<file path="src/hw/rtl/cn_pkg.sv">
`timescale 1ns / 1ps
// ----------------------------------------------------------------------------
// cn_pkg: shared types and widths for the complex normalizer
// Word formats of the request and response channels and the internal widths
// of the divider and square root pipelines.
// ----------------------------------------------------------------------------
package cn_pkg;

   // Width of one part of the complex word
   localparam int DATA_WIDTH = 16;
   // Square of one part magnitude (at most 2^(2W-2))
   localparam int SQ_W       = 2 * DATA_WIDTH - 1;
   // Sum of squares
   localparam int SUM_W      = 2 * DATA_WIDTH;
   // Quotient a^2 * 2^(2W-2) / sum, at most 2^(2W-2)
   localparam int QUOT_W     = 2 * DATA_WIDTH - 1;
   // Root input and output widths
   localparam int ROOT_IN_W  = 2 * DATA_WIDTH;
   localparam int ROOT_W     = DATA_WIDTH;

   typedef struct packed {
      logic signed [DATA_WIDTH-1:0] real_part;
      logic signed [DATA_WIDTH-1:0] imag_part;
   } req_type;

   typedef struct packed {
      logic        [DATA_WIDTH-1:0] magnitude_out;
      logic signed [DATA_WIDTH-1:0] unit_real;
      logic signed [DATA_WIDTH-1:0] unit_imag;
      logic                         zero_input;
   } rsp_type;

endpackage

</file>
<file path="src/hw/rtl/cn_root.sv">
`timescale 1ns / 1ps
// ----------------------------------------------------------------------------
// cn_root: pipelined integer square root, several lanes
// Digit-by-digit restoring root, one result bit per stage; gives
// floor(sqrt(x)) for each lane with side bits carried alongside.
// ----------------------------------------------------------------------------
module cn_root #(
   parameter int LANES  = 3,
   parameter int IN_W   = cn_pkg::ROOT_IN_W,
   parameter int SIDE_W = 1
) (
   input  logic                  clock,
   input  logic                  reset,
   input  logic                  in_valid,
   input  logic [SIDE_W-1:0]     in_side,
   input  logic [IN_W-1:0]       x_in   [LANES],
   output logic                  out_valid,
   output logic [SIDE_W-1:0]     out_side,
   output logic [IN_W/2-1:0]     root_out [LANES]
);

   localparam int RW    = IN_W / 2;
   localparam int STEPS = RW;
   localparam int REM_W = RW + 2;

   logic              valid_ff [STEPS];
   logic [SIDE_W-1:0] side_ff  [STEPS];
   logic [IN_W-1:0]   x_ff     [STEPS][LANES];
   logic [REM_W-1:0]  rem_ff   [STEPS][LANES];
   logic [RW-1:0]     root_ff  [STEPS][LANES];

   genvar s, l;
   generate
      for (s = 0; s < STEPS; s++) begin : g_step
         logic              v_in;
         logic [SIDE_W-1:0] s_in;

         if (s == 0) begin : g_vfirst
            assign v_in = in_valid;
            assign s_in = in_side;
         end else begin : g_vnext
            assign v_in = valid_ff[s-1];
            assign s_in = side_ff[s-1];
         end

         always_ff @(posedge clock) begin
            if (reset) begin
               valid_ff[s] <= 1'b0;
            end else begin
               valid_ff[s] <= v_in;
            end
            side_ff[s] <= s_in;
         end

         for (l = 0; l < LANES; l++) begin : g_lane
            logic [IN_W-1:0]  x_cur;
            logic [REM_W-1:0] rem_cur, rem_sh, trial;
            logic [RW-1:0]    root_cur;
            logic             ge;

            if (s == 0) begin : g_first
               assign x_cur    = x_in[l];
               assign rem_cur  = '0;
               assign root_cur = '0;
            end else begin : g_next
               assign x_cur    = x_ff[s-1][l];
               assign rem_cur  = rem_ff[s-1][l];
               assign root_cur = root_ff[s-1][l];
            end

            // bring down the next two bits and try root*4+1
            assign rem_sh = {rem_cur[REM_W-3:0], x_cur[IN_W-1:IN_W-2]};
            assign trial  = {root_cur, 2'b01};
            assign ge     = (rem_sh >= trial);

            always_ff @(posedge clock) begin
               x_ff[s][l]    <= {x_cur[IN_W-3:0], 2'b00};
               rem_ff[s][l]  <= ge ? (rem_sh - trial) : rem_sh;
               root_ff[s][l] <= {root_cur[RW-2:0], ge};
            end

            if (s == STEPS - 1) begin : g_out
               assign root_out[l] = root_ff[s][l];
            end
         end
      end
   endgenerate

   assign out_valid = valid_ff[STEPS-1];
   assign out_side  = side_ff[STEPS-1];

endmodule

</file>
<file path="config.mk">
export PLATFORM = sky130hd
export DESIGN_NAME = cn_root
export DESIGN_NICKNAME = d
export VERILOG_FILES = /design/src/hw/rtl/cn_pkg.sv /design/src/hw/rtl/cn_root.sv
export SDC_FILE = /design/constraint.sdc
export NUM_CORES = 2
export LEC_CHECK = 0
export BUFFER_PORTS_ARGS = -buffer_cell sky130_fd_sc_hd__buf_4
export CAP_MARGIN = 20
export CORE_MARGIN = 5
export CORE_UTILIZATION = 28
export DETAILED_ROUTE_END_ITERATION = 16
export PLACE_DENSITY = 0.49
export SYNTH_ARGS = -nofsm -noshare
export SYNTH_HDL_FRONTEND = slang
export SYNTH_SLANG_ARGS = --single-unit
</file>
<file path="constraint.sdc">
create_clock -name clock -period 4 [get_ports clock]
set_input_delay 0.6 -clock clock [delete_from_list [all_inputs] [get_ports clock]]
set_output_delay 0.6 -clock clock [all_outputs]
set_load 0.02 [all_outputs]
</file>
# After elaboration in Yosys (flattened, before gate mapping)
# Memory sizes are Yosys's and may differ from the RTL's.
# Index checks and enable logic that the tools add are counted.
# Widths: inputs -> output; s select.
# word_totals
mem_count	5
wordCells	184
regBits	0
mem_bits_rw	3104
# op_classes
n_mux	67
order_cmp	48
bitwise_logic	16
addsub	48
# memory_table
memory	words	word_bits	rd	rd_clocked_by_memory_dff	wr	line_no	text
x_ff	16	90	15	0	16	cn_root.sv:28	logic [IN_W-1:0] x_ff [STEPS][LANES];
rem_ff	16	54	15	0	16	cn_root.sv:29	logic [REM_W-1:0] rem_ff [STEPS][LANES];
root_ff	16	48	16	0	16	cn_root.sv:30	logic [RW-1:0] root_ff [STEPS][LANES];
side_ff	16	1	16	0	16	cn_root.sv:27	logic [SIDE_W-1:0] side_ff [STEPS];
valid_ff	16	1	16	0	16	cn_root.sv:26	logic valid_ff [STEPS];
# op_table
operator	n
$mux 18	48
$ge 18x18->1	45
$sub 18x18->18	45
$mux 1	19
$or 1x1->1	16
$sub 2x1->3 const B	3
$ge 2x1->1 const B	3

# Longest topological paths before layout
# logic_depth
word_depth	3
mapped_depth	11
mapped_depth_nobuf	11

# Worst setup path before layout
# OpenSTA, ideal clock, no wires.
# synth_path
path_type	register to register
startpoint	memory root_ff[11][17] in the netlist's numbering
endpoint	memory rem_ff[12][33] in the netlist's numbering
path_stages_with_launch	10
required_ns	3.879
synth_period_minus_slack_ns	2.343
setup_slack_ns	1.657
setup_time_ns	0.121
n_path_buf	0
arrival_ns	2.223
cell_sequence	dfxtp_1 > inv_1 > ha_1 > a21oi_1 > nand2_1 > a221oi_1 > o2bb2ai_1 > a32oi_1 > a211oi_1 > mux2_2
# synth_rtl
item	line_no
start: declaration	cn_root.sv:30
end: declaration	cn_root.sv:29

==> qor.yml <==
worst_setup_path:
  slowest_delay_ns: 0.64
  critPathArrivalTime_ns: 3.66
  path_class: "reg2reg"
  reg2reg_from: "root_ff[11][32]"
  reg2regPathDepth: 8
  regToRegSetupSlack_ns: 1.04
  start_kind: "flip-flop"
  slowest_stage: "o211a_1"
  cp-endpoint: "rem_ff[12][46]"
  crit_required_ns: 4.71
  end_kind: "flip-flop"
  path_cells: "inv_1, ha_1, nor2b_1, o31ai_1, a21oi_1, a41oi_1, o211a_1, mux2_2"
  worstSetupStartpoint: "root_ff[11][32]"
  critPathMaxFanout: 27
  timing.rr.end: "rem_ff[12][46]"
power:
  ir_worst_vdd_v: 0.0004176
  switching_share: 0.2907
  p_per_area_mw_per_mm2: 700.4
  pwr-share-clk: 0.348
  pwr-share-comb: 0.210
  p_sw_mw: 15.76
  seqPwrFrac: 0.442
  internal_power_mw: 38.44
  p_leak_nw: 35.68
timing:
  final.min_clock_period_ns: 2.957
  fin_ws_ns: 1.043
  tightest_slew_ns: 0.9469
  slew_viol_final: 0
  slew_headroom: 0.3688
  setup_viol: 0
  fin_crit_sh: 0.7393
  finClkSkew_ns: 0.04702
  rsz0062_at_grt: "false"
  clock.fmax_mhz: 338.1
  setup-tns-final_ns: 0
  hold_viol: 0
drt:
  route.vias.total: 41080
  ant_nets: 0
  detail_route.vias_per_cell: 4.241
  wl_per_cell_um: 12.99
  finalWirelength_um: 125800
  drc: 0
  drt_iter0_drc: 1835
  drt_pass1_iterations: 5
final_layout:
  fin_nets: 7040
  syn2layout_area_growth_pct: 19.75
  drive_above_1_share: 0.1035
worst_hold_path:
  min-delay-start: "reset"
  hold_class: "in2reg"
  worstHoldPathCells: 2
die:
  die-area_mm2: 0.2405
  row_count: 176
  io_pins: 150
  die_h_um: 490.4
  core_area_mm2: 0.2299
  fp.dieW_um: 490.4
  initial_utilization: 0.2811
synthesis:
  avgSynthCellArea_um2: 10.61
  yosys_warnings: 0
  syn_area_mm2: 0.06462
  yosysSeqAreaShare: 0.5676
  synth_top_area_share: 0.5676
  synth-edff-count: 0
  synth_top_area_cell: "dfxtp_1"
  async_reset_ff_frac: 0
  yosysMostFrequentCell: "dfxtp_1"
  ys_types: 102
  synth.cells.most_frequent: "1,832 x dfxtp_1, 531 x inv_1, 456 x ha_1"
  synthesis.instances: 6088
  synthFlopType: "dfxtp_1"
  ys_ff_latch: 1832
  synth_area_leaders: "dfxtp_1 57%, ha_1 8.8%, xor2_1 3.3%"
global_route:
  grt_overflow: 0
  grt_pass1_vias: 41090
  antenna_found_initial: 5
  grt_pass1_wl_um: 207500
  grt_start_max_net_pins: 29
  track_usage: 0.1029
cts:
  cts_buffer_depth: 3
  cts_resized: 0
  clkSinkCount: 1832
  tritoncts: "yes"
  cts_buffers: 196
  clk_latency_ns: 0.83
  cts_max_level: 4
  cts_root_buf: "clkbuf_16"
  clk_pin_slew_ns: 0.06
place:
  hpwl_um: 93790
  post-place-ws_ns: 1.000
  gp_congestion: 0.8400
  portBuffers: 149
run_status:
  status: "finished, final reports clean"
run:
  cap_violations: 0
state kept, by name, summed over array words and instances (netlist names):
signal,count
rem_ff,672
root_ff,408
side_ff,16
valid_ff,16
x_ff,720
power by group through the flow:
stage          Sequential (mW)  Combinational [mW]  Clock, mW
6_report                  24.0                11.4       18.9
5_1_grt                   24.4                12.9       20.4
3_3_place_gp              24.4                11.1          0
2_1_floorplan             23.6                8.98          0
4_1_cts                   24.0                11.4       19.7
3_5_place_dp              24.4                11.3          0
metrics by stage:
step	instance area (um^2)	util	total power [mW]	cells	hold WS (ns)
final	77380	0.3366	54.19	9686	0.08971
after global routing	77370	0.3366	57.71	9685	0.03391
after CTS	77360	0.3365	55.10	9680	0.002770
after detailed placement	69330	0.3016	35.65	9211	0.3121
after global placement	69330	0.3016	35.47	9211	0.3099
after floorplan	64620	-	32.53	6090	0.3096
cells in the final DEF (no fill, tap or decap), drive strengths merged, types with 28 or more instances in the layout:
cell,count
nor2,422
a21oi,343
mux2,102
or2,36
or3,52
clkinv,61
nand4,53
xnor2,242
xor2,247
nand2,322
and2,28
a21o,78
clkbuf,262
o21a,101
a211oi,28
o211ai,32
o31ai,39
nand3,84
inv,542
nor2b,80
a31oi,30
nor3,147
nand2b,77
buf,165
dlygate4sd3,101
ha,456
dfxtp,1832
nor4,59
o21ai,300
area by class of cell:
| class | instances | area (um^2) |
|---|---|---|
| antenna | 6 | 15.01 |
| clock buffer | 262 | 5523 |
| clock inverter | 106 | 1496 |
| fill | 23150 | 152500 |
| inverter | 537 | 2016 |
| multi-input combinational | 3651 | 25620 |
| sequential | 1832 | 36680 |
| tap | 3026 | 3786 |
| timing repair buffer | 266 | 2250 |
layer usage:
| layer | wire length [um] | global-route usage |
|---|---|---|
| met1 | 58440 | 0.1287 |
| met2 | 57590 | 0.1718 |
| met3 | 5424 | 0.02375 |
| met4 | 4326 | 0.04056 |
| met5 | 0 | 0 |
critical path, delay by kind of cell, from the launching register on:
family                     cells  cell delay, ns
AOI/OAI and AO/OA              4            1.53
adders and majority gates      1            0.33
buffers and inverters          1            0.05
DFF                            1            0.34
muxes                          1            0.41
and+or+nand+nor                1            0.17
cell families (layout without fill, tap and decap cells):
| family | count (synthesis) | in the layout | share of synthesized area |
|---|---|---|---|
| AOI/OAI and AO/OA | 1104 | 1104 | 0.1060 |
| xor gates and xnor gates | 489 | 489 | 0.06628 |
| adders and majority gates | 456 | 456 | 0.08830 |
| buffers and inverters | 607 | 1171 | 0.03627 |
| DFF | 1832 | 1832 | 0.5676 |
| muxes | 110 | 110 | 0.01902 |
| other | 1 | 9 | 0.00005804 |
| and+or+nand+nor | 1489 | 1489 | 0.1165 |
how the worst min path moves through the flow:
stage                                 to  slack [ns]
after CTS                 valid_ff[0][3]       0.003
after global placement      x_ff[11][54]        0.31
after detailed placement     x_ff[3][10]        0.31
after floorplan            side_ff[0][1]        0.31
after global routing      valid_ff[0][0]        0.03
final                     valid_ff[0][0]        0.09
what timing repair did:
item,in CTS,in global routing
setup buffers,0,0
hold buffers,101,0
hold endpoints to repair,101,0
(Power assumes the default switching activity.)
